## src/art_pkg.sv

```systemverilog
// Shared constants, codes and transaction types of the retransmission table.
package art_pkg;

	localparam int TABLE_DEPTH = 16;
	localparam int IDX_W = (TABLE_DEPTH > 1) ? $clog2(TABLE_DEPTH) : 1;
	localparam int ID_W = 32;
	localparam int AGE_W = 8;
	localparam int TRY_W = 4;
	localparam int RES_W = 3;
	localparam int MODE_W = 2;

	localparam logic [MODE_W-1:0] MODE_SEND = 2'd0;
	localparam logic [MODE_W-1:0] MODE_ACK = 2'd1;
	localparam logic [MODE_W-1:0] MODE_TICK = 2'd2;

	localparam logic [RES_W-1:0] EV_RECORDED = 3'd0;
	localparam logic [RES_W-1:0] EV_FULL = 3'd1;
	localparam logic [RES_W-1:0] EV_ACKED = 3'd2;
	localparam logic [RES_W-1:0] EV_RESEND = 3'd3;
	localparam logic [RES_W-1:0] EV_LOST = 3'd4;

	localparam logic REG_ACK_TIMEOUT = 1'b0;
	localparam logic REG_RETRY_LIMIT = 1'b1;

	typedef struct packed {
		logic act;
		logic [MODE_W-1:0] mode;
		logic [ID_W-1:0] id;
		logic matched;
		logic free_found;
		logic [IDX_W-1:0] free_idx;
		logic pend_v;
		logic [RES_W-1:0] pend_res;
		logic [ID_W-1:0] pend_id;
		logic [TRY_W-1:0] pend_att;
		logic fl_v;
		logic [RES_W-1:0] fl_res;
		logic [ID_W-1:0] fl_id;
		logic [TRY_W-1:0] fl_att;
	} pkt_t;

	typedef struct packed {
		logic en;
		logic [IDX_W-1:0] idx;
		logic [ID_W-1:0] id;
	} wr_t;

endpackage

```

## src/art_cell.sv

```systemverilog
// One table slot: holds an entry and processes the transaction passing along the chain.
module art_cell (
	input  logic                      clk,
	input  logic                      arst_n,
	input  logic [art_pkg::IDX_W-1:0] idx,
	input  logic [art_pkg::AGE_W-1:0] timeout,
	input  logic [art_pkg::TRY_W-1:0] limit,
	input  art_pkg::wr_t              wr,
	input  art_pkg::pkt_t             pkt_in,
	output art_pkg::pkt_t             pkt_out
);
	import art_pkg::*;

	logic valid_q, valid_d;
	logic [ID_W-1:0] id_q, id_d;
	logic [AGE_W-1:0] age_q, age_d, age_inc;
	logic [TRY_W-1:0] tries_q, tries_d;
	logic hit;
	pkt_t nxt, pkt_q;

	always_comb begin
		nxt = pkt_in;
		nxt.fl_v = 1'b0;
		nxt.fl_res = '0;
		nxt.fl_id = '0;
		nxt.fl_att = '0;
		valid_d = valid_q;
		id_d = id_q;
		age_d = age_q;
		tries_d = tries_q;
		hit = valid_q && (id_q == pkt_in.id);
		age_inc = (age_q == {AGE_W{1'b1}}) ? age_q : age_q + AGE_W'(1);
		if (pkt_in.act) begin
			case (pkt_in.mode)
				MODE_SEND: begin
					if (!pkt_in.matched && hit) begin
						nxt.matched = 1'b1;
						age_d = '0;
						tries_d = '0;
					end
					if (!pkt_in.free_found && !valid_q) begin
						nxt.free_found = 1'b1;
						nxt.free_idx = idx;
					end
				end
				MODE_ACK: begin
					if (!pkt_in.matched && hit) begin
						nxt.matched = 1'b1;
						valid_d = 1'b0;
					end
				end
				MODE_TICK: begin
					if (valid_q) begin
						age_d = age_inc;
						if (age_inc >= timeout) begin
							nxt.fl_v = pkt_in.pend_v;
							nxt.fl_res = pkt_in.pend_res;
							nxt.fl_id = pkt_in.pend_id;
							nxt.fl_att = pkt_in.pend_att;
							nxt.pend_v = 1'b1;
							nxt.pend_id = id_q;
							if (tries_q >= limit) begin
								valid_d = 1'b0;
								nxt.pend_res = EV_LOST;
								nxt.pend_att = '0;
							end else begin
								tries_d = tries_q + TRY_W'(1);
								age_d = '0;
								nxt.pend_res = EV_RESEND;
								nxt.pend_att = tries_q + TRY_W'(1);
							end
						end
					end
				end
				default: begin
				end
			endcase
		end
		if (wr.en && (wr.idx == idx)) begin
			valid_d = 1'b1;
			id_d = wr.id;
			age_d = '0;
			tries_d = '0;
		end
	end

	always_ff @(posedge clk or negedge arst_n) begin
		if (!arst_n) begin
			valid_q <= 1'b0;
			pkt_q <= '0;
		end else begin
			valid_q <= valid_d;
			pkt_q <= nxt;
		end
	end

	always_ff @(posedge clk) begin
		id_q <= id_d;
		age_q <= age_d;
		tries_q <= tries_d;
	end

	assign pkt_out = pkt_q;

endmodule

```

## src/ack_retransmit_table.sv

```systemverilog
// Top level of the retransmission table: command intake, slot chain and result output.
//
// Channel   Direction  Handshake                      Content
// command   in         start && !busy                 mode, msg_id
// result    out        result_strobe, one cycle       event_res, event_id, attempt, last
// config    in         cfg_valid && cfg_ready         cfg_index, cfg_data
//
// Busy stays high while the transaction walks the chain of slot cells, one cell per cycle, plus
// one head and one tail stage. A new command can be accepted only after busy has fallen.
// Results come out in slot order, at most one per cycle, the final one in the cycle busy falls.
// Reset clears all slots, the configuration to its defaults and any transaction in flight.
// The receiver cannot stall; cfg_ready is always high.
module ack_retransmit_table (
	input  logic                       clk,
	input  logic                       arst_n,
	input  logic                       start,
	output logic                       busy,
	input  logic [art_pkg::MODE_W-1:0] mode,
	input  logic [art_pkg::ID_W-1:0]   msg_id,
	output logic                       result_strobe,
	output logic [art_pkg::RES_W-1:0]  event_res,
	output logic [art_pkg::ID_W-1:0]   event_id,
	output logic [art_pkg::TRY_W-1:0]  attempt,
	output logic                       last,
	input  logic                       cfg_valid,
	output logic                       cfg_ready,
	input  logic                       cfg_index,
	input  logic [7:0]                 cfg_data
);
	import art_pkg::*;

	logic busy_q;
	logic [AGE_W-1:0] timeout_q;
	logic [TRY_W-1:0] limit_q;
	pkt_t head_q, tail_q, head_d;
	pkt_t chain [TABLE_DEPTH+1];
	wr_t wr;
	logic accept;
	logic fl_any;
	logic [RES_W-1:0] fl_res;
	logic [ID_W-1:0] fl_id;
	logic [TRY_W-1:0] fl_att;
	logic [TABLE_DEPTH+1:0] act_vec;
	logic strobe_q, last_q;
	logic [RES_W-1:0] res_q;
	logic [ID_W-1:0] id_q;
	logic [TRY_W-1:0] att_q;
	logic strobe_d, last_d;
	logic [RES_W-1:0] res_d;
	logic [ID_W-1:0] id_d;
	logic [TRY_W-1:0] att_d;

	assign accept = start && !busy_q;
	assign busy = busy_q;
	assign cfg_ready = 1'b1;
	assign chain[0] = head_q;

	for (genvar k = 0; k < TABLE_DEPTH; k++) begin : g_cell
		art_cell u_cell (
			.clk     (clk),
			.arst_n  (arst_n),
			.idx     (IDX_W'(k)),
			.timeout (timeout_q),
			.limit   (limit_q),
			.wr      (wr),
			.pkt_in  (chain[k]),
			.pkt_out (chain[k+1])
		);
	end

	always_comb begin
		fl_any = 1'b0;
		fl_res = '0;
		fl_id = '0;
		fl_att = '0;
		for (int k = 1; k <= TABLE_DEPTH; k++) begin
			fl_any = fl_any | chain[k].fl_v;
			fl_res = fl_res | (chain[k].fl_res & {RES_W{chain[k].fl_v}});
			fl_id = fl_id | (chain[k].fl_id & {ID_W{chain[k].fl_v}});
			fl_att = fl_att | (chain[k].fl_att & {TRY_W{chain[k].fl_v}});
		end
		for (int k = 0; k <= TABLE_DEPTH; k++) begin
			act_vec[k] = chain[k].act;
		end
		act_vec[TABLE_DEPTH+1] = tail_q.act;
	end

	always_comb begin
		wr.en = tail_q.act && (tail_q.mode == MODE_SEND) && !tail_q.matched
			&& tail_q.free_found;
		wr.idx = tail_q.free_idx;
		wr.id = tail_q.id;
	end

	always_comb begin
		head_d = '0;
		head_d.act = accept;
		head_d.mode = mode;
		head_d.id = msg_id;
	end

	always_comb begin
		strobe_d = fl_any;
		last_d = 1'b0;
		res_d = fl_res;
		id_d = fl_id;
		att_d = fl_att;
		if (tail_q.act) begin
			last_d = 1'b1;
			id_d = tail_q.id;
			att_d = '0;
			case (tail_q.mode)
				MODE_SEND: begin
					strobe_d = 1'b1;
					res_d = (tail_q.matched || tail_q.free_found) ? EV_RECORDED : EV_FULL;
				end
				MODE_ACK: begin
					strobe_d = tail_q.matched;
					res_d = EV_ACKED;
				end
				MODE_TICK: begin
					strobe_d = tail_q.pend_v;
					res_d = tail_q.pend_res;
					id_d = tail_q.pend_id;
					att_d = tail_q.pend_att;
				end
				default: begin
					strobe_d = 1'b0;
					res_d = EV_RECORDED;
				end
			endcase
		end
	end

	always_ff @(posedge clk or negedge arst_n) begin
		if (!arst_n) begin
			busy_q <= 1'b0;
			timeout_q <= AGE_W'(2);
			limit_q <= TRY_W'(3);
			head_q <= '0;
			tail_q <= '0;
			strobe_q <= 1'b0;
		end else begin
			if (cfg_valid && cfg_ready) begin
				case (cfg_index)
					REG_ACK_TIMEOUT: timeout_q <= cfg_data;
					REG_RETRY_LIMIT: limit_q <= cfg_data[TRY_W-1:0];
					default: begin
					end
				endcase
			end
			if (accept) begin
				busy_q <= 1'b1;
			end else if (tail_q.act) begin
				busy_q <= 1'b0;
			end
			head_q <= head_d;
			tail_q <= chain[TABLE_DEPTH];
			strobe_q <= strobe_d;
		end
	end

	always_ff @(posedge clk) begin
		last_q <= last_d;
		res_q <= res_d;
		id_q <= id_d;
		att_q <= att_d;
	end

	assign result_strobe = strobe_q;
	assign event_res = res_q;
	assign event_id = id_q;
	assign attempt = att_q;
	assign last = last_q;

`ifndef SYNTH
	a_one_transaction: assert property (@(posedge clk) disable iff (!arst_n)
		$onehot0(act_vec))
		else $error("more than one transaction in the slot chain");

	a_result_while_busy: assert property (@(posedge clk) disable iff (!arst_n)
		result_strobe |-> $past(busy_q))
		else $error("result given with no transaction in progress");

	a_accept_sets_busy: assert property (@(posedge clk) disable iff (!arst_n)
		accept |=> busy_q && head_q.act)
		else $error("accepted transaction did not enter the chain");

	a_tail_clears_busy: assert property (@(posedge clk) disable iff (!arst_n)
		tail_q.act |=> !busy_q)
		else $error("busy still high after the transaction left the chain");

	a_no_flush_at_tail: assert property (@(posedge clk) disable iff (!arst_n)
		tail_q.act |-> !fl_any)
		else $error("slot event collides with the final result");
`endif

endmodule
```

## config.mk

```make
export PLATFORM = sky130hd
export DESIGN_NAME = ack_retransmit_table
export DESIGN_NICKNAME = d
export VERILOG_FILES = /design/src/art_pkg.sv /design/src/art_cell.sv /design/src/ack_retransmit_table.sv
export SDC_FILE = /design/constraint.sdc
export NUM_CORES = 2
export LEC_CHECK = 0
export BUFFER_PORTS_ARGS = -buffer_cell sky130_fd_sc_hd__buf_2
export CAP_MARGIN = 20
export CORE_MARGIN = 2
export CORE_UTILIZATION = 50
export CTS_CLUSTER_DIAMETER = 80
export CTS_CLUSTER_SIZE = 24
export DETAILED_ROUTE_END_ITERATION = 8
export PLACE_DENSITY_LB_ADDON = 0.05
export SYNTH_ARGS = -nofsm -noshare
export SYNTH_HDL_FRONTEND = slang
export SYNTH_SLANG_ARGS = --single-unit
```

## constraint.sdc

```tcl
create_clock -name clk -period 11.05 [get_ports clk]
set_clock_uncertainty 0.05 [all_clocks]
set_input_delay 0.5525 -clock clk [delete_from_list [all_inputs] [get_ports clk]]
set_output_delay 0.5525 -clock clk [all_outputs]
set_load 0.1 [all_outputs]
```

* Yosys cells after proc, flatten, opt, wreduce, memory -nomap -nowiden
Index checks and enable logic that the tools add are counted.
Cells by class: $add $sub $neg 32, bitwise operators 109, reductions and logical operators 247, muxes and demuxes 460, eq/ne operators 161, $lt $le $gt $ge 32
Operator list (count):
- 2-to-1 mux 80 bit | 48
- 2-to-1 mux 86 bit | 16
- 2-to-1 mux 8 bit | 80
- bitwise AND 32 bit | 16
- equality test 32 bit | 16
- OR 32 bit | 15
- 2-to-1 mux 4 bit | 82
- case mux 8 bit (2 select lines) | 16
- 2-to-1 mux 5 bit | 32
- 2-to-1 mux 1 bit | 133
- adder 8 x 1 -> 8 bit (second input constant) | 16
- equality test 8 bit (second input constant) | 16
- >= comparator 8 bit | 16
- case mux 4 bit (2 select lines) | 16
- != test 2 x 1 -> 1 bit (second input constant) | 48
- AND reduction 6 bit | 16
- logical AND 1 bit | 66
- nonzero test 2 bit | 33
- adder 4 x 1 -> 4 bit (second input constant) | 16
- bitwise AND 4 bit | 16
- >= comparator 4 bit | 16
- 2-to-1 mux 32 bit | 2
- AND reduction 4 bit | 16
- OR 4 bit | 15
- other kinds (24) | 279
Storage, ports and cells: bits of input ports 47, flip-flop bits (word level) 2826

* Longest topological paths before layout
depth in word-level cells 17, depth in mapped cells 16, gate-level depth less buffers 14

* Cells and area by module
A second synthesis with hierarchy kept.
Second synthesis, totals: cells, all modules 9355, area total of the unflattened synthesis 111595.8 um^2
By module, submodules not included:
- art_cell (g_cell[10].u_cell ...) | cells each 535, times used 15, area each 6429.9 um^2, seq. area each 4254.1 um^2
- ack_retransmit_table | cells each 815, times used 1, area each 8819.7 um^2, seq. area each 4057.6 um^2
- art_cell (g_cell[0].u_cell) | cells each 515, times used 1, area each 6327.3 um^2, seq. area each 4254.1 um^2

* Worst setup path before layout
No wires, ideal clock.
path kind reg2reg, start reg g_cell[6].u_cell.age_q[0], end reg g_cell[6].u_cell.pkt_q (netlist bit g_cell[6].u_cell.pkt_out[46]), slack 7.557 ns, arrival time 3.319 ns, period minus slack after synthesis 3.493 ns, cell stages (with the launch flop) 16, path buffers 3, data required time 10.875 ns, cells stage by stage dfxtp_1 > ha_1 > and2_1 > clkbuf_1 > nand3_1 > nand3_1 > xnor2_1 > ha_1 > and2_1 > o211ai_1 > o211a_1 > o21a_1 > or2_2 > clkbuf_1 > clkbuf_1 > mux2_2
RTL lines:
- start: declaration | line art_cell.sv:16 | logic [AGE_W-1:0] age_q, age_d, age_inc;
- start signal: assignment | line art_cell.sv:99 | age_q <= age_d;
- end signal: assignment | line art_cell.sv:93 | pkt_q <= nxt;
- end: declaration | line art_cell.sv:19 | pkt_t nxt, pkt_q;

* Final worst setup path
start reg tail_q (netlist bit act_vec[17]), end reg g_cell[12].u_cell.id_q[20] (enable)
Between the ends: longest elaborated chain between the ends 4
RTL lines:
- start: declaration | line ack_retransmit_table.sv:35 | pkt_t head_q, tail_q, head_d;
- start signal: assignment | line ack_retransmit_table.sv:158 | tail_q <= chain[TABLE_DEPTH];
- logical AND 1 bit (2 in a row) | line ack_retransmit_table.sv:89 | wr.en = tail_q.act && (tail_q.mode == MODE_SEND) && !tail_q.matched
- logical AND 1 bit | line ack_retransmit_table.sv:90 | && tail_q.free_found;
- logical AND 1 bit | line art_cell.sv:79 | if (wr.en && (wr.idx == idx)) begin
- end signal: assignment | line art_cell.sv:98 | id_q <= id_d;
- end: declaration | line art_cell.sv:15 | logic [ID_W-1:0] id_q, id_d;
No other way between the ends. A chain may end at the register's enable or synchronous reset.

==> impl_results.md <==
* Worst setup SP type: register
* Power per Cell Area at 169 nW/um^2
* Pre-Repair DR Iteration Count at 6
* Post-Syn Nets at 9000
* CTS buffer count at 147
* Fin util at 54.6%
* Asr flop ratio synth at 72.8%
* CTS Sinks at 2739
* Area leader, netlist: dfrtp_1
* Worst Path Required at 11490 ps
* R2R setup slack at 6430 ps
* Crit path DAT at 5060 ps
* Gr ovfl total at 0
* RSZ-0062 raised after global routing: no
* Hold Path Origin: cfg_index
* Final net count at 9078
* Final Cycle Share at 41.8%
* Port buffer count at 88
* Synth Flop Type: dfrtp_1
* Initial Util at 50.2%
* Cell Area, Synth at 105000 sq um
* First-pass GRT wire length at 473 mm
* Crit path max fanout at 35
* Max-slew violation count at 0
* Leakage at 51.5 nW
* Post-CTS Setup Inserts at 0
* WL/cell at 28.5 um
* Top cell type's share of synthesized area at 47.4%
* Total number of vias at 65906
* Yosys reg bits at 2739
* Area contributors post-synth: dfrtp_1 47%, edfxtp_1 15%, nand2_1 5.9%
* Reg2reg path depth at 6
* Synth Warn # at 0
* Hold Slack at 123 ps
* Post-Layout Cell Count at 11692
* Post-route cell area at 114000 sq um
* DRC Markers at 0
* DP Worst Slack at 6550 ps
* Number of max-cap violations at 0
* Ports at 90
* Gate Count Post-Synth at 8681
* Initial antenna violation count at 9
* Mean Syn Cell Area at 12.1 sq um
* Final setup TNS at 0 ps
* Total power at 19.4 mW
* Fin crit period at 4620 ps
* Max Used Layer: met5
* Site Rows at 168
* CTS tree: yes
* Metal2 WL at 156 mm
* Post-DP Area at 109000 sq um
* Vias in the first global route at 65992
* Core ar. at 209000 sq um
* RR Startpoint: act_vec[17]
* Crit Path Class: register to register
* Fmax at 216 MHz
* Met1 wire length at 137 mm
* Largest net degree at the start of global routing at 186
* Vias per cell at 5.64
* Synth cell types at 86
* Worst r2r dst: g_cell[12].u_cell.id_q[20]
* Skew-Pair Late Insertion Delay at 870 ps
* Hold Crit Class: input pin to register
* DIE WIDTH at 463 um
* H-Tree Depth at 4
* CP endpoint kind: register
* Max-Slew Margin vs Limit at 17.7%
* Post-route ant nets at 0
* Fill cells at 17898
* Final worst setup slack at 6430 ps
* Root buf cell: clkbuf_16
* WL final at 333 mm
* Synth-to-layout area growth at 8.69%
* Worst Hold End: timeout_q[1]
* Final setup viols at 0
* Die Y at 463 um
* Status: finished, final reports clean
* Post-synth EDFFs at 512
* Synth cell count leaders: 1992 x dfrtp_1, 1659 x nand2_1, 626 x and2_1
* Gr usage total at 31.0%
* Gpl congestion at 0.910
* Worst hold path stage count at 4
* DP Wirelength at 244 mm
* Placed Cells at 11361
* Seq/Total Area, Yosys at 66.5%
* Clock Tree Buf Depth at 3
* Worst-margin pin slew at 1230 ps
* Share of post-route cells with drive strength above 1 at 6.52%
* Peak supply drop at 0.000174 V
* Reg clk slew, reported paths at 90 ps
* Die area at 214000 sq um
* WL met3 at 18.3 mm
* Fin. Hold Viols at 0
* Drt first-iter violations at 7251
* Top-count cell post-synth: dfrtp_1
[what timing repair did]
action / 4_1_cts / 5_1_grt
hold endpoints to repair: 151 / 0
hold buffers: 44 / 0
resized for setup: 0 / 0
[layer usage]
metal / up-vias / track usage, %
li1: 29536 / -
met1: 33880 / 41.7
met2: 1963 / 48.7
met3: 523 / 4.59
met4: 4 / 17.4
met5: - / 0
[where the power goes]
part | internal, mW | total [mW] | switching (mW)
clock | 2.81 | 6.25 | 3.45
combinational | 0.671 | 2.07 | 1.40
sequential | 10.6 | 11.1 | 0.409
total | 14.1 | 19.4 | 5.25
[flip-flops by register name (all words and copies together) (netlist names), 3 cells and up]
| signal | cells |
|---|---|
| g_cell.u_cell.id_q | 512 |
| g_cell.u_cell.age_q | 128 |
| event_id | 32 |
| tail_q | 79 |
| event_res | 3 |
| g_cell.u_cell.tries_q | 64 |
| timeout_q | 8 |
| g_cell.u_cell.valid_q | 16 |
| attempt | 4 |
| chain | 34 |
| limit_q | 4 |
| g_cell.u_cell.pkt_out | 1850 |
[critical path: stages, from the launching register on]
cell	delay, ps
dfrtp_4	790
nand2_1	110
nor4_1	870
nor3b_1	1040
nand3_1	430
inv_1	370
buf_4	520
[placed cells by master, fill, tap and decap left out, types with 65 or more instances in the layout]
cell type,count
a21oi_1,215
a22oi_1,252
and2_1,626
and3_1,65
buf_2,90
buf_4,97
clkbuf_1,74
clkbuf_16,156
dfrtp_1,1976
dfxtp_1,232
edfxtp_1,512
ha_1,272
inv_1,193
mux2_2,70
nand2_1,1659
nand2b_1,108
nand3_1,180
nand4_1,201
nor2_1,276
nor4_1,68
o21ai_0,140
xnor2_1,384
xor2_1,207
[final cells by class]
type | instances | area, sq um | area share, %
antenna | 6 | 15.0 | 0.0131
clock buffer | 234 | 4240 | 3.71
clock inverter | 37 | 504 | 0.441
inverter | 203 | 762 | 0.667
multi-input combinational | 5421 | 33400 | 29.2
sequential | 2739 | 70000 | 61.2
tap | 2805 | 3510 | 3.07
timing repair buffer | 247 | 1910 | 1.67
[cell families after synthesis]
group | count (synthesis) | share of synthesized area (%)
AOI/OAI and AO/OA | 1002 | 6.46
xor gates and xnor gates | 591 | 4.92
buffers and inverters | 521 | 1.90
adders and majority gates | 272 | 3.24
and+or+nand+nor | 3421 | 15.6
muxes | 134 | 1.36
other | 1 | 0.00357
DFF | 2739 | 66.5
[worst max-delay path by stage]
| stage | startpoint | to | slack [ps] | cells after the start |
|---|---|---|---|---|
| after floorplan | g_cell[6].u_cell.age_q[0] | g_cell[6].u_cell.pkt_out[46] | 7560 | 15 |
| after global placement | act_vec[17] | g_cell[12].u_cell.id_q[20] | 6680 | 6 |
| after detailed placement | act_vec[17] | g_cell[12].u_cell.id_q[20] | 6550 | 6 |
| after CTS | act_vec[17] | g_cell[12].u_cell.id_q[8] | 6520 | 6 |
| after global routing | g_cell[2].u_cell.age_q[0] | g_cell[2].u_cell.pkt_out[43] | 6240 | 11 |
| final | act_vec[17] | g_cell[12].u_cell.id_q[20] | 6430 | 6 |
(Power assumes the default switching activity.)
